### src/curve_normal_window_partition_defines.svh
// assertion macros shared by the curve normal window partition rtl
`ifndef CURVE_NORMAL_WINDOW_PARTITION_DEFINES_SVH
`define CURVE_NORMAL_WINDOW_PARTITION_DEFINES_SVH

// same-cycle implication, checked outside reset
`define CNWP_IMPLY(name, ante, cons, msg) \
  name: assert property (@(posedge clk) disable iff (rst) (ante) |-> (cons)) else $error(msg);

// next-cycle implication, checked outside reset
`define CNWP_NEXT(name, ante, cons, msg) \
  name: assert property (@(posedge clk) disable iff (rst) (ante) |=> (cons)) else $error(msg);

`endif

### src/cnwp_ram.sv
// generic simple dual port ram with registered read
`default_nettype none
module cnwp_ram #(
  parameter int WIDTH = 8,
  parameter int DEPTH = 16,
  localparam int AW = (DEPTH > 1) ? $clog2(DEPTH) : 1
) (
  input  wire logic             clk,
  input  wire logic             we,
  input  wire logic [AW-1:0]    waddr,
  input  wire logic [WIDTH-1:0] wdata,
  input  wire logic [AW-1:0]    raddr,
  output logic      [WIDTH-1:0] rdata
);

  logic [WIDTH-1:0] mem [DEPTH];

  always_ff @(posedge clk) begin
    if (we) begin
      mem[waddr] <= wdata;
    end
    rdata <= mem[raddr];
  end

endmodule
`default_nettype wire

### config.mk
export PLATFORM = sky130hd
export DESIGN_NAME = cnwp_ram
export DESIGN_NICKNAME = d
export VERILOG_FILES = /design/src/curve_normal_window_partition_defines.svh /design/src/cnwp_ram.sv
export SDC_FILE = /design/constraint.sdc
export NUM_CORES = 1
export LEC_CHECK = 0
export ABC_AREA = 1
export BUFFER_PORTS_ARGS = -buffer_cell sky130_fd_sc_hd__buf_4
export CORE_MARGIN = 2
export CORE_UTILIZATION = 55
export CTS_BUF_LIST = sky130_fd_sc_hd__clkbuf_16
export DETAILED_ROUTE_END_ITERATION = 10
export PLACE_DENSITY = 0.84
export SLEW_MARGIN = 20
export SYNTH_ARGS = -nofsm -noshare
export SYNTH_HDL_FRONTEND = slang
export SYNTH_SLANG_ARGS = --single-unit
### constraint.sdc
create_clock -name clk -period 2.8 [get_ports clk]
set_input_delay 0.56 -clock clk [delete_from_list [all_inputs] [get_ports clk]]
set_output_delay 0.56 -clock clk [all_outputs]
set_load 0.005 [all_outputs]
# --- Yosys cells after proc, flatten, opt, wreduce, memory -nomap -nowiden ---
# Memory sizes are Yosys's and may differ from the RTL's. A register that Yosys moved wholly into a read port is not among the register bits.
# Cells that the tools add are included.
word_totals:
  out_inout_bits: 8
  memories: 1
  ramBits: 128
  input_bits: 18
  ff_bits: 0
  wordCells: 3
memory_table:
  columns: ["memory", "depth", "width", "rd", "rd_ports_with_merged_regs", "wr", "line_no", "source"]
  rows:
  - ["mem", 16, 8, 1, 1, 1, "cnwp_ram.sv:16", "logic [WIDTH-1:0] mem [DEPTH];"]
op_classes:
  mux: 2
ops:
  columns: ["op", "n"]
  rows:
  - ["$mux W1", 2]

# --- Logic depth before layout (Yosys ltp) ---
logic_depth:
  word_depth: 2
  depth_mapped: 8
  mapped_depth_nobuf: 7

# --- Worst setup path after synthesis ---
# OpenSTA, ideal clock, no wires.
synth_timing:
  path_kind: "in2reg"
  from: "input waddr[2]"
  to: "memory mem[10][0] (enable)"
  required_time_ns: 2.430
  setup_time_ns: 0.370
  path_buffers: 0
  path_slack_ns: 1.289
  cell_stages: 2
  arrival_ns: 1.141
  cell_sequence: "nand3b_1 nor2_1"
synth_rtl:
  columns: ["element", "line_no", "source"]
  rows:
  - ["start, declared", "cnwp_ram.sv:10", "input wire logic [AW-1:0] waddr,"]
  - ["end, declared", "cnwp_ram.sv:16", null]
# Straight into the memory's write port.

==> results.md <==
- Met3 wire len: 1.15 mm
- Worst EP required: 3.10 ns
- Reg2reg setup slack: 1.69 ns
- Syn_nets: 569
- Share of layout cells above drive strength 1: 9.73%
- Highest routed layer: met4
- Max_cap viols: 0
- Rel. slew slack: 37.2%
- Largest net degree at the start of global routing: 65
- Hold Path Class: input port to register
- Slew at the pin closest to its max-slew limit: 0.939 ns
- Final worst path period need: 1.59 ns
- Placer Congestion: 0.842
- Endpoints failing hold: 0
- Final count of negative-setup-slack endpoints: 0
- Antenna cells: 0
- Reg2reg start: mem[0][0]$_DFFE_PP_
- Detailed placement HPWL: 7.58 mm
- Status: finished, final reports clean
- Vias per cell: 5.45
- Initial DRT Pass Iterations: 5
- Worst-path clk slew: 0.06 ns
- Worst hold stages: 3
- Count of state elements after synthesis: 136
- Routed met2 length: 6.85 mm
- Total die area: 11300 µm²
- Finished layout cell area: 6550 µm²
- Cts repair resizes: 0
- Critical register-to-register path endpoint: rdata[0]$_DFF_P_
- # hold bufs at CTS: 0
- Floorplan core area: 10200 µm²
- Critical path fanouts, max: 34
- Die height: 106 µm
- Reg2Reg Depth: 6
- Synth cell types: 12
- Initial antenna violation count: 0
- Port bufs: 25
- CTS sink cnt: 136
- Crit start category: input port
- Effective utilization at floorplan: 56.4%
- Hold EP: rdata[0]$_DFF_P_
- Crit end category: register
- DRC: 0
- # IOs: 26
- Post-Route M1 WL: 5.00 mm
- Clock buffer count from CTS: 17
- Gr usage total: 25.0%
- Routed Antenna Nets: 0
- Post-Syn Area: 5770 µm²
- Ratio of total power to cell area: 717 nW/µm²
- Final period utilization: 56.8%
- TritonCTS clock tree: built
- Vias in the first global route: 3885
- Synth warn: 0
- Skew-Pair Late Insertion Delay: 0.42 ns
- Seq/Total Area, Yosys: 69.4%
- Maximum vdd drop: 0.470 mV
- Clock tree root driver cell: clkbuf_16
- Iter 0 DRT Violations: 515
- RSZ-0062 raised after global routing: no
- Clk buf depth: 2
- Cells after Synth: 551
- Top cells by area, synth: edfxtp_1 (67%), nand2_1 (11%), nand3_1 (8.4%), inv_1 (6.5%), dfxtp_1 (2.8%)
- Area growth, synth to finish: 13.6%
- Fillers: 731
- Hold_sp: raddr[3]
- Total negative slack: 0 ns
- Tot Pwr: 4.70 mW
- Final net count: 591
- Site Rows: 37
- Grt total ovfl: 0
- Kind of critical path: input port to register
- Crit path arrival time: 1.89 ns
- Leak: 2.83 nW
- Die W: 106 µm
- Post-synth top area share: 66.7%
- Max-slew violations: 0
- Clk_skew: 0.0111 ns
- Avg Cell Area, Syn: 10.5 µm²
- Post-CTS setup buffer count: 0
- First-pass GRT wire length: 20.3 mm
- Post-synth top area cell: edfxtp_1
- Post-DR wirelength/cell: 18.3 µm
- H-Tree Level Count: 4
- Via count: 3937
- FMAX: 628 MHz
- Drt total wl: 13.2 mm
- Placed cell area: 5990 µm²
sequential cells by signal, summed over array words and instances (netlist names):
| register | cells |
|---|---|
| rdata | 8 |
| mem | 128 |
routing by layer:
| metal | track usage [%] | up-vias |
|---|---|---|
| li1 | - | 1815 |
| met2 | 41.4 | 227 |
| met3 | 6.62 | 26 |
| met5 | 0 | - |
| met4 | 9.12 | 0 |
| met1 | 31.8 | 1869 |
report_power, final:
part,internal [mW],total [mW],switching (mW)
combinational,0.0872,0.285,0.198
clock,1.30,2.12,0.826
sequential,2.28,2.29,0.0135
total,3.66,4.70,1.04
cell families after synthesis:
kind of cell,share of synthesized area (%)
and+or+nand+nor,21.0
DFF,69.4
buffers and inverters,9.52
cell type report:
| cell class | instances | area (µm²) | area share (%) |
|---|---|---|---|
| clock inverter | 15 | 138 | 2.10 |
| multi-input combinational | 289 | 1210 | 18.5 |
| timing repair buffer | 27 | 215 | 3.29 |
| tap | 136 | 170 | 2.60 |
| inverter | 102 | 383 | 5.85 |
| sequential | 136 | 4000 | 61.1 |
| clock buffer | 17 | 425 | 6.50 |
stage by stage:
step	setup WS, ns	std cells	hold slack [ns]	util, %
6_report	1.21	722	0.470	64.0
5_1_grt	1.13	722	0.467	64.0
4_1_cts	1.20	722	0.455	64.0
3_5_place_dp	0.790	690	0.676	58.5
3_3_place_gp	0.845	690	0.643	58.5
2_1_floorplan	1.29	551	0.607	-
worst max-delay path by stage:
stage	startpoint	to	slack, ns
2_1_floorplan	waddr[2]	mem[10][0]$_DFFE_PP_	1.29
3_3_place_gp	waddr[0]	mem[14][3]$_DFFE_PP_	0.84
3_5_place_dp	waddr[0]	mem[14][7]$_DFFE_PP_	0.79
4_1_cts	waddr[0]	mem[14][1]$_DFFE_PP_	1.20
5_1_grt	raddr[0]	rdata[2]$_DFF_P_	1.13
6_report	raddr[0]	rdata[4]$_DFF_P_	1.21
layout by cell type (no fill, tap or decap), types with 4 or more instances in the layout:
master,instances
buf_4,26
inv_1,102
clkbuf_16,17
edfxtp_1,128
nand2_1,173
clkinv_2,4
dfxtp_1,8
nand3_1,97
nor2_1,17
worst max-delay path, cell delays in order:
cell	delay (ns)
buf_4	0.34
buf_4	0.40
nand2_1	0.10
nand3_1	0.09
nand3_1	0.13
nand3_1	0.15
nand2_1	0.09
synthesized netlist by cell type (all sizes together):
cell type,n
edfxtp,128
nand2,173
nand3b,2
inv,102
dfxtp,8
nor2,17
nand3,97
buf,24
No activity file was read; power rests on OpenSTA's default activity.
