<file path="config.mk">
export PLATFORM = sky130hd
export DESIGN_NAME = cnwp_dot
export DESIGN_NICKNAME = d
export VERILOG_FILES = /design/src/curve_normal_window_partition_defines.svh /design/src/cnwp_pkg.sv /design/src/cnwp_dot.sv
export SDC_FILE = /design/constraint.sdc
export NUM_CORES = 2
export LEC_CHECK = 0
export ABC_AREA = 1
export BUFFER_PORTS_ARGS = -buffer_cell sky130_fd_sc_hd__buf_2
export CAP_MARGIN = 0
export CORE_MARGIN = 4
export CORE_UTILIZATION = 65
export CTS_CLUSTER_SIZE = 20
export DETAILED_ROUTE_END_ITERATION = 8
export PLACE_DENSITY = 0.88
export SYNTH_ARGS = -nofsm -noshare
export SYNTH_HDL_FRONTEND = slang
export SYNTH_SLANG_ARGS = --single-unit
export TNS_END_PERCENT = 100
</file>
<file path="constraint.sdc">
create_clock -name clk -period 18.5 [get_ports clk]
set_input_delay 2.775 -clock clk [delete_from_list [all_inputs] [get_ports clk]]
set_output_delay 2.775 -clock clk [all_outputs]
set_load 0.05 [all_outputs]
</file>
<file path="src/curve_normal_window_partition_defines.svh">
// assertion macros shared by the curve normal window partition rtl
`ifndef CURVE_NORMAL_WINDOW_PARTITION_DEFINES_SVH
`define CURVE_NORMAL_WINDOW_PARTITION_DEFINES_SVH

// same-cycle implication, checked outside reset
`define CNWP_IMPLY(name, ante, cons, msg) \
  name: assert property (@(posedge clk) disable iff (rst) (ante) |-> (cons)) else $error(msg);

// next-cycle implication, checked outside reset
`define CNWP_NEXT(name, ante, cons, msg) \
  name: assert property (@(posedge clk) disable iff (rst) (ante) |=> (cons)) else $error(msg);

`endif

</file>
<file path="src/cnwp_pkg.sv">
// shared types, constants and register codes of the curve window partitioner
`default_nettype none
package cnwp_pkg;

  localparam int MAX_POINTS_DEF  = 1024;
  localparam int MAX_WINDOWS_DEF = 64;

  localparam int COMP_W     = 16;
  localparam int LEN_W      = 32;
  localparam int RANGE_W    = 10;
  localparam int FRAMES_W   = 7;
  localparam int LIMIT_W    = 8;
  localparam int CFG_DATA_W = 32;
  localparam int CFG_IDX_W  = 3;
  localparam int DOT_W      = 34;

  // 0.9 cluster bound: dot * 10 > 9 * 2^30
  localparam longint NEAR_LIM = 64'sd9663676416;

  typedef enum logic [CFG_IDX_W-1:0] {
    REG_TURN_COS   = 3'd0,
    REG_BREAK_COS  = 3'd1,
    REG_MIN_LENGTH = 3'd2,
    REG_MAX_FRAMES = 3'd3,
    REG_HAVE_LEN   = 3'd4
  } cfg_reg_t;

  localparam logic signed [COMP_W-1:0] TURN_COS_RST  = 16'sd28378;
  localparam logic signed [COMP_W-1:0] BREAK_COS_RST = 16'sd16384;
  localparam logic [LEN_W-1:0]         MIN_LEN_RST   = '0;
  localparam logic [FRAMES_W-1:0]      FRAMES_RST    = 7'd8;
  localparam logic                     HAVE_LEN_RST  = 1'b1;

  typedef logic signed [COMP_W-1:0] comp_t;

  typedef struct packed {
    comp_t x;
    comp_t y;
    comp_t z;
  } vec_t;

  typedef struct packed {
    logic  done;
    comp_t x;
    comp_t y;
    comp_t z;
  } norm_res_t;

endpackage
`default_nettype wire

</file>
<file path="src/cnwp_dot.sv">
// registered three-term dot product of two q1.15 normals
`default_nettype none
module cnwp_dot import cnwp_pkg::*; (
  input  wire logic                     clk,
  input  wire vec_t                     a,
  input  wire vec_t                     b,
  output logic signed [DOT_W-1:0]       dot
);

  logic signed [2*COMP_W-1:0] p0, p1, p2;

  always_ff @(posedge clk) begin
    p0 <= a.x * b.x;
    p1 <= a.y * b.y;
    p2 <= a.z * b.z;
  end

  assign dot = DOT_W'(p0) + DOT_W'(p1) + DOT_W'(p2);

endmodule
`default_nettype wire

</file>
# Yosys cells after proc, flatten, opt, wreduce, memory -nomap -nowiden
# Cells that the tools add are included.
# classes
reduce_logical	0
n_mul	3
n_lt_le_gt_ge	0
shifts	0
eq_ne	0
n_bitwise	0
n_addsub	2
mux	0
n_div	0
# op_table
operator	n
16-bit by 16-bit multiplier with 32-bit output	3
33-bit by 32-bit adder with 34-bit output	1
32-bit by 32-bit adder with 33-bit output	1
# totals
regBits	96
mem_bits_rw	0
mem_bits_ro	0
elab_cells	8
output_inout_bits	34
latchBits	0
memories	0

# Depth between registers and ports, before layout
# depth
ltp_word	2
ltp_mapped	27
ltp_nobuf	26

# Worst setup path before layout
# No wires, ideal clock.
# synth_path
path_kind	input port to flip-flop
from	in b[5] in the netlist's numbering
to	reg p2[31]
setup_ps	113
stages	24
arrival_time_ps	7793
slack_ps	10593
path_cell_list	clkbuf_1 -> clkbuf_1 -> nand2_1 -> fa_1 -> inv_1 -> fa_1 -> inv_1 -> fa_1 -> inv_1 -> fa_1 -> inv_1 -> fa_1 -> inv_1 -> fa_1 -> ha_1 -> nand2_1 -> nor2_1 -> nand3_1 -> nor3_1 -> nand2_1 -> inv_1 -> nor2_1 -> nand2_1 -> nand2_1
# synth_via
elab_chain_len	1
# synth_lines
item	line	source
start, declared	cnwp_dot.sv:6	input wire vec_t b,
16-bit by 16-bit multiplier with 32-bit output	cnwp_dot.sv:15	p2 <= a.z * b.z;
end signal, assigned	cnwp_dot.sv:15	
end, declared	cnwp_dot.sv:10	logic signed [2*COMP_W-1:0] p0, p1, p2;
# No other way between the ends.

# Final worst setup path
# layout_path
from	in b[33] in the netlist's numbering
to	reg p0[30]
# layout_via
elab_chain_len	1
# layout_lines
item	line	source
16-bit by 16-bit multiplier with 32-bit output	cnwp_dot.sv:13	p0 <= a.x * b.x;
end signal, assigned	cnwp_dot.sv:13	
end, declared	cnwp_dot.sv:10	
# No other way between the ends.

==> results.json <==
{
  "outcome": "finished clean",
  "yosysWarnings": 0,
  "cp-startpoint": "b[33]",
  "stdcell_count": 5699,
  "synth_cells": 4965,
  "die_h_um": 247,
  "fmax_mhz": 124,
  "drt_iter0_drc": 2432,
  "wl_mm": 92.0,
  "grt_pass1_vias": 33000,
  "crit_path_start_kind": "input pin",
  "syn2layout_area_growth_pct": 3.43,
  "layout-drive-gt1-share_pct": 3.92,
  "cts_buffers": 9,
  "clk_pin_slew_ns": 0.07,
  "io_buffers": 130,
  "ant_nets": 0,
  "drt_first_pass_iters": 6,
  "setup_viol": 0,
  "final.fill_count": 4496,
  "initial_utilization_pct": 65.7,
  "synthArstFlopShare_pct": 0,
  "die_x_um": 247,
  "avgViaCountPerCell": 5.31,
  "cp_max_fo": 16,
  "cts_root_buf": "clkbuf_16",
  "worst_slew_pin_slew_ns": 0.620,
  "grt_util_met1_pct": 42.7,
  "syn-cell-area_mm2": 0.0371,
  "hold_slack_ns": 2.83,
  "hpwl_mm": 80.3,
  "critPathRequiredTime_ns": 18.76,
  "syn_area_per_cell_um2": 7.48,
  "final_common_cell": "inv_1",
  "relSlewSlack_pct": 58.6,
  "ys_seq_area_share_pct": 5.18,
  "place_inst": 5683,
  "grt-ovfl-total": 0,
  "busiest_layer": "met2",
  "cts.repair.resized": 0,
  "most-common-layout-cells": "inv_1 (1510), nand2_1 (1413), fa_1 (819)",
  "diodes": 0,
  "grt_pass1_wl_mm": 157,
  "cts_max_level": 3,
  "worstSetupEndpointType": "register",
  "crit_arrival_ns": 8.31,
  "finalCritPeriodShare_pct": 43.5,
  "rows": 87,
  "antenna_found_initial": 0,
  "rsz0062_at_grt": "no",
  "cap_viol_max_count": 0,
  "routabilityCongestion": 0.972,
  "ys_types": 30,
  "via_count": 30300,
  "min_path_type": "input pin to register",
  "period_needed_ns": 8.05,
  "post_drt_wl_per_cell_um": 16.1,
  "track_usage_pct": 31.8,
  "cts_tree": "built",
  "fp.coreArea_mm2": 0.0565,
  "grt_use_met3_pct": 5.40,
  "die_area_mm2": 0.0610,
  "path_class": "input pin to register",
  "met2_usage_pct": 53.8,
  "synth_edf_count": 0,
  "fin_nets": 6132,
  "cts_hold_buffers": 0,
  "worstHoldStart": "b[16]",
  "ys_ff_latch": 96,
  "cts_buffer_depth": 2,
  "finalHoldViolCount": 0,
  "syn_nets": 6159,
  "synthFlopType": "dfxtp_1",
  "top_level_ports": 131,
  "drc": 0,
  "grt_max_degree": 21,
  "setup_tns_ns": 0,
  "cts_sinks": 96,
  "cts_setup_buffers": 0,
  "maxSlewViolCount": 0
}
## synth_stat cells (all sizes together), types with 32 or more instances
| library cell | count | share of area [%] |
|---|---|---|
| a21oi | 94 | 1.3 |
| fa | 819 | 44 |
| nand2 | 1423 | 14 |
| ha | 278 | 9.4 |
| nand3 | 145 | 2.0 |
| nor2 | 182 | 1.9 |
| nor3 | 32 | 0.47 |
| nand4 | 43 | 0.72 |
| clkbuf | 165 | 1.7 |
| inv | 1511 | 15 |
| dfxtp | 96 | 5.2 |
| xor2 | 69 | 1.6 |
## through the flow
stage,cell area [µm²],utilization (%),setup slack [ns]
after detailed placement,38100,67.4,10.18
after CTS,38400,68.0,10.56
after floorplan,37100,-,10.59
after global placement,38100,67.4,10.29
after global routing,38400,68.0,10.18
final,38400,68.0,10.45
## cell families after synthesis
group,after synthesis,share of synthesized area (%)
DFF,96,5.18
adders and majority gates,1097,53.5
xor gates and xnor gates,79,1.86
AOI/OAI and AO/OA,154,2.29
buffers and inverters,1679,17.0
and+or+nand+nor,1860,20.2
## critical path, cell delays in order
cell and delay [ns]:
buf_2 0.30, nand2_1 0.15, inv_1 0.15, fa_1 0.56
fa_1 0.71, fa_1 0.65, inv_1 0.10, fa_1 0.57
fa_1 0.43, fa_1 0.49, inv_1 0.04, ha_1 0.37
a21oi_1 0.22, a21boi_0 0.28, nand2_1 0.08, a21oi_1 0.22
nand2_1 0.08, nand2_1 0.06, nand2_1 0.04
## path summary, 6_finish.rpt
kind | slack, ns | cells past startpoint | end
max | 10.45 | 19 | p0[30]
min | 2.83 | 3 | p1[0]
## flip-flops by register name, summed over array words and instances, names as in the netlist
| signal | cells |
|---|---|
| p0 | 32 |
| p1 | 32 |
| p2 | 32 |
## layout make-up
type                    count  area (µm²)  area share [%]
multi-input cells        3190       28900            75.3
inverters                1511        5670            14.8
flip-flops and latches     96        1920            5.00
well taps                 756         946            2.46
repair buffers            130         651            1.69
clock buffers               9         225           0.586
clock inverters             7        81.3           0.212
## layer usage
metal  wire length [µm]  vias to the layer above
met5                  0                        -
met4               2720                        0
met3               8370                      245
met2              44300                     1419
met1              36700                    14700
li1                   -                    13900
Power is not shown: default switching activity piles up to over one toggle a cycle in this logic, so the estimate is an artifact.
