==> config.mk <==
export PLATFORM = sky130hd
export DESIGN_NAME = cnwp_norm
export DESIGN_NICKNAME = d
export VERILOG_FILES = /design/src/curve_normal_window_partition_defines.svh /design/src/cnwp_pkg.sv /design/src/cnwp_norm.sv
export SDC_FILE = /design/constraint.sdc
export NUM_CORES = 2
export LEC_CHECK = 0
export BUFFER_PORTS_ARGS = -buffer_cell sky130_fd_sc_hd__buf_2
export CAP_MARGIN = 20
export CORE_ASPECT_RATIO = 0.6
export CORE_MARGIN = 5
export CORE_UTILIZATION = 40
export CTS_BUF_LIST = sky130_fd_sc_hd__clkbuf_16
export CTS_CLUSTER_SIZE = 10
export DETAILED_ROUTE_END_ITERATION = 10
export GPL_TIMING_DRIVEN = 1
export PLACE_DENSITY = 0.53
export SLEW_MARGIN = 20
export SYNTH_ARGS = -nofsm -noshare
export SYNTH_HDL_FRONTEND = slang
export SYNTH_SLANG_ARGS = --single-unit
export TNS_END_PERCENT = 50
==> constraint.sdc <==
create_clock -name clk -period 18.11 [get_ports clk]
set_input_delay 0.9055 -clock clk [delete_from_list [all_inputs] [get_ports clk]]
set_output_delay 0.9055 -clock clk [all_outputs]
set_load 0.02 [all_outputs]
==> src/curve_normal_window_partition_defines.svh <==
// assertion macros shared by the curve normal window partition rtl
`ifndef CURVE_NORMAL_WINDOW_PARTITION_DEFINES_SVH
`define CURVE_NORMAL_WINDOW_PARTITION_DEFINES_SVH

// same-cycle implication, checked outside reset
`define CNWP_IMPLY(name, ante, cons, msg) \
  name: assert property (@(posedge clk) disable iff (rst) (ante) |-> (cons)) else $error(msg);

// next-cycle implication, checked outside reset
`define CNWP_NEXT(name, ante, cons, msg) \
  name: assert property (@(posedge clk) disable iff (rst) (ante) |=> (cons)) else $error(msg);

`endif

==> src/cnwp_pkg.sv <==
// shared types, constants and register codes of the curve window partitioner
`default_nettype none
package cnwp_pkg;

  localparam int MAX_POINTS_DEF  = 1024;
  localparam int MAX_WINDOWS_DEF = 64;

  localparam int COMP_W     = 16;
  localparam int LEN_W      = 32;
  localparam int RANGE_W    = 10;
  localparam int FRAMES_W   = 7;
  localparam int LIMIT_W    = 8;
  localparam int CFG_DATA_W = 32;
  localparam int CFG_IDX_W  = 3;
  localparam int DOT_W      = 34;

  // 0.9 cluster bound: dot * 10 > 9 * 2^30
  localparam longint NEAR_LIM = 64'sd9663676416;

  typedef enum logic [CFG_IDX_W-1:0] {
    REG_TURN_COS   = 3'd0,
    REG_BREAK_COS  = 3'd1,
    REG_MIN_LENGTH = 3'd2,
    REG_MAX_FRAMES = 3'd3,
    REG_HAVE_LEN   = 3'd4
  } cfg_reg_t;

  localparam logic signed [COMP_W-1:0] TURN_COS_RST  = 16'sd28378;
  localparam logic signed [COMP_W-1:0] BREAK_COS_RST = 16'sd16384;
  localparam logic [LEN_W-1:0]         MIN_LEN_RST   = '0;
  localparam logic [FRAMES_W-1:0]      FRAMES_RST    = 7'd8;
  localparam logic                     HAVE_LEN_RST  = 1'b1;

  typedef logic signed [COMP_W-1:0] comp_t;

  typedef struct packed {
    comp_t x;
    comp_t y;
    comp_t z;
  } vec_t;

  typedef struct packed {
    logic  done;
    comp_t x;
    comp_t y;
    comp_t z;
  } norm_res_t;

endpackage
`default_nettype wire

==> src/cnwp_norm.sv <==
// dominant normal unit: rescale, square sum, bit-serial sqrt and divide
`default_nettype none
module cnwp_norm import cnwp_pkg::*; #(
  parameter int SW = 27
) (
  input  wire logic                 clk,
  input  wire logic                 rst,
  input  wire logic                 start,
  input  wire logic signed [SW-1:0] sum_x,
  input  wire logic signed [SW-1:0] sum_y,
  input  wire logic signed [SW-1:0] sum_z,
  input  wire vec_t                 seed,
  output norm_res_t                 res
);

  typedef enum logic [7:0] {
    N_IDLE   = 8'b0000_0001,
    N_SCALE  = 8'b0000_0010,
    N_SQ     = 8'b0000_0100,
    N_SUMQ   = 8'b0000_1000,
    N_SQRT   = 8'b0001_0000,
    N_DIVSET = 8'b0010_0000,
    N_DIV    = 8'b0100_0000,
    N_DONE   = 8'b1000_0000
  } nstate_t;

  nstate_t state;

  logic signed [SW-1:0] s0, s1, s2;
  logic [SW-1:0]        mg0, mg1, mg2, mx, mg_sel;
  logic [41:0]          sq0, sq1, sq2;
  logic [63:0]          sq_x, sq_r, sq_one, sq_try;
  logic [46:0]          rem, num;
  logic [48:0]          dvs;
  logic [17:0]          quo, quo_next;
  logic [4:0]           step;
  logic [1:0]           comp;
  logic signed [SW-1:0] s_sel;
  logic [19:0]          a_mag;
  logic [31:0]          m_root;
  comp_t                rx, ry, rz, sat;
  logic                 take;

  function automatic logic [SW-1:0] mag(input logic signed [SW-1:0] v);
    mag = v[SW-1] ? SW'(-v) : SW'(v);
  endfunction

  function automatic logic signed [SW-1:0] halve(input logic signed [SW-1:0] v);
    logic [SW-1:0] h;
    h = mag(v) >> 1;
    halve = v[SW-1] ? -$signed(h) : $signed(h);
  endfunction

  assign mg0 = mag(s0);
  assign mg1 = mag(s1);
  assign mg2 = mag(s2);

  always_comb begin
    mx = mg0;
    if (mg1 > mx) mx = mg1;
    if (mg2 > mx) mx = mg2;
  end

  always_comb begin
    case (comp)
      2'd0:    s_sel = s0;
      2'd1:    s_sel = s1;
      default: s_sel = s2;
    endcase
  end

  assign mg_sel = mag(s_sel);
  assign a_mag  = mg_sel[19:0];
  assign m_root = sq_r[31:0];
  assign num    = {2'b0, a_mag, 25'b0} + 47'(m_root >> 1);
  assign sq_try = sq_r + sq_one;

  assign take     = {2'b0, rem} >= dvs;
  assign quo_next = {quo[16:0], take};

  // round-half-up quotient, saturated to q1.15
  always_comb begin
    if (s_sel[SW-1]) begin
      sat = (quo_next >= 18'd32768) ? comp_t'(16'sh8000)
                                    : comp_t'(-$signed({1'b0, quo_next[14:0]}));
    end else begin
      sat = (quo_next >= 18'd32767) ? comp_t'(16'sd32767)
                                    : comp_t'({1'b0, quo_next[14:0]});
    end
  end

  always_ff @(posedge clk) begin
    if (rst) begin
      state <= N_IDLE;
    end else begin
      case (state)
        N_IDLE: begin
          if (start) begin
            s0 <= sum_x;
            s1 <= sum_y;
            s2 <= sum_z;
            if (sum_x == '0 && sum_y == '0 && sum_z == '0) begin
              rx    <= seed.x;
              ry    <= seed.y;
              rz    <= seed.z;
              state <= N_DONE;
            end else begin
              state <= N_SCALE;
            end
          end
        end
        N_SCALE: begin
          if (mx >= (SW'(1) << 20)) begin
            s0 <= halve(s0);
            s1 <= halve(s1);
            s2 <= halve(s2);
          end else if (mx < (SW'(1) << 19)) begin
            s0 <= s0 <<< 1;
            s1 <= s1 <<< 1;
            s2 <= s2 <<< 1;
          end else begin
            state <= N_SQ;
          end
        end
        N_SQ: begin
          sq0   <= 42'($signed(s0[20:0]) * $signed(s0[20:0]));
          sq1   <= 42'($signed(s1[20:0]) * $signed(s1[20:0]));
          sq2   <= 42'($signed(s2[20:0]) * $signed(s2[20:0]));
          state <= N_SUMQ;
        end
        N_SUMQ: begin
          sq_x   <= {2'b0, sq0 + sq1 + sq2, 20'b0};
          sq_r   <= '0;
          sq_one <= 64'd1 << 62;
          state  <= N_SQRT;
        end
        N_SQRT: begin
          if (sq_x >= sq_try) begin
            sq_x <= sq_x - sq_try;
            sq_r <= (sq_r >> 1) + sq_one;
          end else begin
            sq_r <= sq_r >> 1;
          end
          sq_one <= sq_one >> 2;
          if (sq_one[0]) begin
            comp  <= 2'd0;
            state <= N_DIVSET;
          end
        end
        N_DIVSET: begin
          rem   <= num;
          dvs   <= {m_root, 17'b0};
          quo   <= '0;
          step  <= '0;
          state <= N_DIV;
        end
        N_DIV: begin
          if (take) rem <= rem - dvs[46:0];
          dvs  <= dvs >> 1;
          quo  <= quo_next;
          step <= step + 5'd1;
          if (step == 5'd17) begin
            case (comp)
              2'd0:    rx <= sat;
              2'd1:    ry <= sat;
              default: rz <= sat;
            endcase
            if (comp == 2'd2) begin
              state <= N_DONE;
            end else begin
              comp  <= comp + 2'd1;
              state <= N_DIVSET;
            end
          end
        end
        N_DONE: begin
          state <= N_IDLE;
        end
        default: state <= N_IDLE;
      endcase
    end
  end

  assign res = '{done: (state == N_DONE), x: rx, y: ry, z: rz};

endmodule
`default_nettype wire

Word level (Yosys, flattened, before mapping) --
Cells that the tools add are included. Widths: inputs -> output; s select.
Operators by class: reductions and logical operators 23, bitwise operators 1, $lt $le $gt $ge 8, $add $sub $neg 17, equality and inequality tests 24, multiplexer cells 62, multiply operators 3
Operators by type and width (number):
- $mux 27 | 17
- $pmux 64 s2 | 3
- $mux 16 | 14
- $pmux 27 s2 | 4
- $mux 64 | 2
- $mul 21x21->42 | 3
- $pmux 49 s2 | 1
- $pmux 16 s2 | 3
- $pmux 47 s2 | 1
- $add 42x42->42 | 2
- $logic_not 27->1 | 3
- $neg 26->27 | 3
- $neg 27->27 | 3
- $add 63x64->64 | 1
- $add 64x64->64 | 1
- $ge 64x64->1 | 1
- $sub 64x64->64 | 1
- $mux 8 | 7
- $pmux 8 s7 | 1
- $gt 27x27->1 | 2
- $ge 47x49->1 | 1
- $mux 47 | 1
- $sub 47x47->47 | 1
- $add 45x31->46 | 1
- other kinds (38) | 61
Word-level totals: bits in registers 575, input port bits 132, output and inout bits 49, word-level logic and storage cells 156

Depth between registers and ports, before layout --
depth after elaboration 10, depth in mapped cells 36, gate-level depth less buffers 29

Worst setup path before layout --
No wires, ideal clock.
kind flip-flop to flip-flop, start reg s0[0], end reg s0[0] (enable), arrival time 12.536 ns, cell stages (with the launch flop) 27, data required time 17.470 ns, path slack 4.934 ns, clock period less this slack 13.176 ns, path buffers 4, path through edfxtp_1 -> clkbuf_1 -> inv_1 -> buf_1 -> ha_1 -> nand2b_1 -> clkbuf_1 -> or3_1 -> or4_1 -> or4b_2 -> ha_1 -> and4_1 -> nand2_1 -> nor3_1 -> o21ai_0 -> o2bb2ai_1 -> buf_2 -> mux2_2 -> ha_1 -> a21o_1 -> a21o_1 -> a21oi_1 -> o31ai_1 -> o311a_1 -> nor2_1 -> a21oi_1 -> o31ai_1
Between the ends: cells in the longest elaborated chain, start to end 9
Ends and longest elaborated chain:
- from (decl) | RTL line cnwp_norm.sv:29 | logic signed [SW-1:0] s0, s1, s2;
- from (signal assigned) | RTL line cnwp_norm.sv:99 | s0 <= sum_x;
- from (signal assigned) | RTL line cnwp_norm.sv:114 | s0 <= halve(s0);
- from (signal assigned) | RTL line cnwp_norm.sv:118 | s0 <= s0 <<< 1;
- $neg 27->27 | RTL line cnwp_norm.sv:45 | mag = v[SW-1] ? SW'(-v) : SW'(v);
- $mux 27 * | RTL line cnwp_norm.sv:45
- $gt 27x27->1 | RTL line cnwp_norm.sv:60 | if (mg1 > mx) mx = mg1;
- $mux 27 * | RTL line cnwp_norm.sv:60
- $gt 27x27->1 | RTL line cnwp_norm.sv:61 | if (mg2 > mx) mx = mg2;
- $mux 27 * | RTL line cnwp_norm.sv:61
- $ge 27x21->1 or $lt 27x20->1 (tied branches) | RTL line cnwp_norm.sv:113, cnwp_norm.sv:117
- $ne 3x3->1 (no source line) *
- $reduce_and 4->1 (no source line) *
Every way passes the cells marked *; elsewhere a longest branch is shown, timed or not. A chain may end at the register's enable or synchronous reset.

Worst setup path after layout --
start reg s0[0], end reg s2[20] (enable)
Between the ends: cells in the longest elaborated chain, start to end 9
Ends and longest elaborated chain:
- $neg 27->27 | RTL line cnwp_norm.sv:45
- $mux 27 * | RTL line cnwp_norm.sv:45
- $gt 27x27->1 | RTL line cnwp_norm.sv:60
- $mux 27 * | RTL line cnwp_norm.sv:60
- $gt 27x27->1 | RTL line cnwp_norm.sv:61
- $mux 27 * | RTL line cnwp_norm.sv:61
- $ge 27x21->1 or $lt 27x20->1 (tied branches) | RTL line cnwp_norm.sv:113, cnwp_norm.sv:117
- $ne 3x3->1 (no source line) *
- $reduce_and 4->1 (no source line) *
- to (signal assigned) | RTL line cnwp_norm.sv:101 | s2 <= sum_z;
- to (signal assigned) | RTL line cnwp_norm.sv:116 | s2 <= halve(s2);
- to (signal assigned) | RTL line cnwp_norm.sv:120 | s2 <= s2 <<< 1;
- to (decl) | RTL line cnwp_norm.sv:29
Marked as above.

==> results.md <==
* Worst Reg-to-Reg Cells at 28
* Worst Max-Slew Pin Slew at 1.248 ns
* Hold Buf Count CTS at 0
* Crit-path leading delay family: simple AND/OR/NAND/NOR gates
* F_max at 0.1079 GHz
* Final setup viols at 0
* CTS max path bufs at 3
* Worst setup EP type: flop
* Status: completed
* Post-CTS setup buffer count at 0
* Initial antenna violation count at 24
* Met1 wire length at 140200 um
* Leading area contributor after synthesis: fa_1
* GRT Resource Usage Total at 25.16%
* Synth-to-layout area growth at 7.606%
* Clock tree from TritonCTS: built
* Post-layout min period at 9.269 ns
* Routed Antenna Nets at 0
* Worst rel slew slack at 16.18%
* Initial Util at 40.38%
* Worst-path fanout max at 47
* RSZ-0062 raised after global routing: false
* Max stage delay cell, worst path: or4b_2
* Slew Limit Fails at 0
* Drt pass-1 iters at 5
* Vias at 64850
* Worst min path class: primary input to flop
* Final worst-path cycle share at 51.18%
* Largest net degree at the start of global routing at 85
* Max Used Layer: met5
* Core Area at 210000 sq um
* Critical Path Start Type: flop
* CTS Buf Count at 70
* Sequential cell area fraction in the yosys report at 19.03%
* First-pass GRT wire length at 423900 um
* Critical path buffers and inverters at 5
* Main synth FF type: edfxtp_1
* Die Wd at 604.4 um
* Worst clock skew at 0.04276 ns
* Hold Crit Depth at 2
* WP data arrival at 9.59 ns
* Leading post-synthesis cells by cell area: fa_1 31%, edfxtp_1 19%, ha_1 9.7%, inv_1 6.5%, xnor2_1 3.8%
* Die Y at 366.6 um
* Final #Nets at 11000
* IO Pins at 181
* Routed wire length at 279500 um
* Final setup TNS at 0 ns
* Ys async rst share at 0%
* Highest-count cells in the layout ignoring fill and taps: 1495 x inv_1, 1304 x fa_1, 786 x nand2_1
* Met3 Wirelength at 25300 um
* Crit path depth at 28
* Syn_area_per_cell at 9.577 sq um
* Min Hold Slack at 0.4872 ns
* Port Buffer Count at 180
* Met2 Routed Length at 107600 um
* Die ar. at 221600 sq um
* Hold Vio Cnt, Final at 0
* Post-synth EDFFs at 532
* Post-DP HPWL at 225400 um
* Cells after Synth at 8853
* Yosys warns at 0
* Setup CP Type: flop to flop
* Max cap viols at 0
* Fin util at 43.45%
* Clock transition at path regs at 0.06 ns
* Synth top area share at 30.79%
* Clk sinks at 540
* Req. time, crit path at 18.43 ns
* Synth Register Bits at 540
* DR iter-0 viols at 6563
* Setup WS pre-CTS at 8.882 ns
* Ratio of cells with drive above 1 in the final layout at 6.032%
* H-tree levels at 3
* Clock root cell: clkbuf_16
* Via/cell ratio at 5.494
* Mapped cell area at 84780 sq um
* Wire per inst at 23.68 um
* Crit path top cell by count: buf_4
* Commonest non-fill, non-tap cell in the layout: inv_1
* Clk_lat worst skew at 0.69 ns
* Post_cts resized at 0
* CP peak stage delay at 0.70 ns
* Worst setup margin at 8.841 ns
* Grt ovf at 0
* R2R Setup Slk at 8.84 ns
* Yosys cell types at 99
* DRC errors left at 0
* Number of global-route vias before repair at 65510
* Placer congestion estimate at 0.9374
* Row cnt at 130
## Yosys cell counts (all sizes together) (101+ instances only)
master  number
fa        1304
a21o       196
clkbuf     264
a21oi      368
nor2       507
xor2       219
o21ai      388
nand3      101
edfxtp     532
inv       1482
nand2      787
ha         654
xnor2      368
and2       283
## final timing paths
check | startpoint | end
setup / recovery | s0[0]$_DFFE_PP_ | s2[20]$_DFFE_PP_
hold / removal | seed[15] | rz[15]$_DFFE_PP_
setup reg to reg | s0[0]$_DFFE_PP_ | s2[20]$_DFFE_PP_
hold reg to reg | dvs[12]$_SDFFCE_PN0P_ | dvs[11]$_SDFFCE_PN0P_
## state kept, by name (all words and copies together) (netlist names), 17 cells and up
register / cells
sq_r: 64
sq_one: 32
sq2: 41
s1: 27
rem: 47
s2: 27
sq1: 41
dvs: 49
s0: 27
quo: 17
sq_x: 64
sq0: 41
## per-stage QoR
step | cell area (sq um) | std cells
final | 91230 | 11800
after global routing | 91210 | 11790
after CTS | 91170 | 11790
after detailed placement | 89040 | 11680
after global placement | 89020 | 11680
after floorplan | 84790 | 8855
## cells by family (layout without fill, tap and decap cells)
family / count (synthesis) / in the layout / synth area share [%]
and+or+nand+nor: 2238 / 2238 / 12.64
other: 1 / 16 / 0.004423
adders and majority gates: 1961 / 1961 / 40.48
AOI/OAI and AO/OA: 1575 / 1575 / 12.08
xor gates and xnor gates: 587 / 587 / 6.082
DFF: 540 / 540 / 19.03
muxes: 123 / 123 / 1.488
buffers and inverters: 1828 / 1925 / 8.202
## cell type report
| type | count | area, sq um |
|---|---|---|
| flip-flops and latches | 540 | 16140 |
| repair buffers | 314 | 1912 |
| inverters | 1499 | 5629 |
| well taps | 2838 | 3551 |
| diodes | 13 | 32.53 |
| clock inverters | 42 | 377.9 |
| multi-input cells | 6487 | 61840 |
| clock buffers | 70 | 1752 |
| fillers | 20320 | 118800 |
## routing by layer
layer	track usage [%]	vias up
li1	-	29330
met1	40.32	32820
met2	33.55	2371
met3	6.152	307
met4	5.419	16
met5	0	-
Power is not shown: default switching activity piles up to over one toggle a cycle in this logic, so the estimate is an artifact.
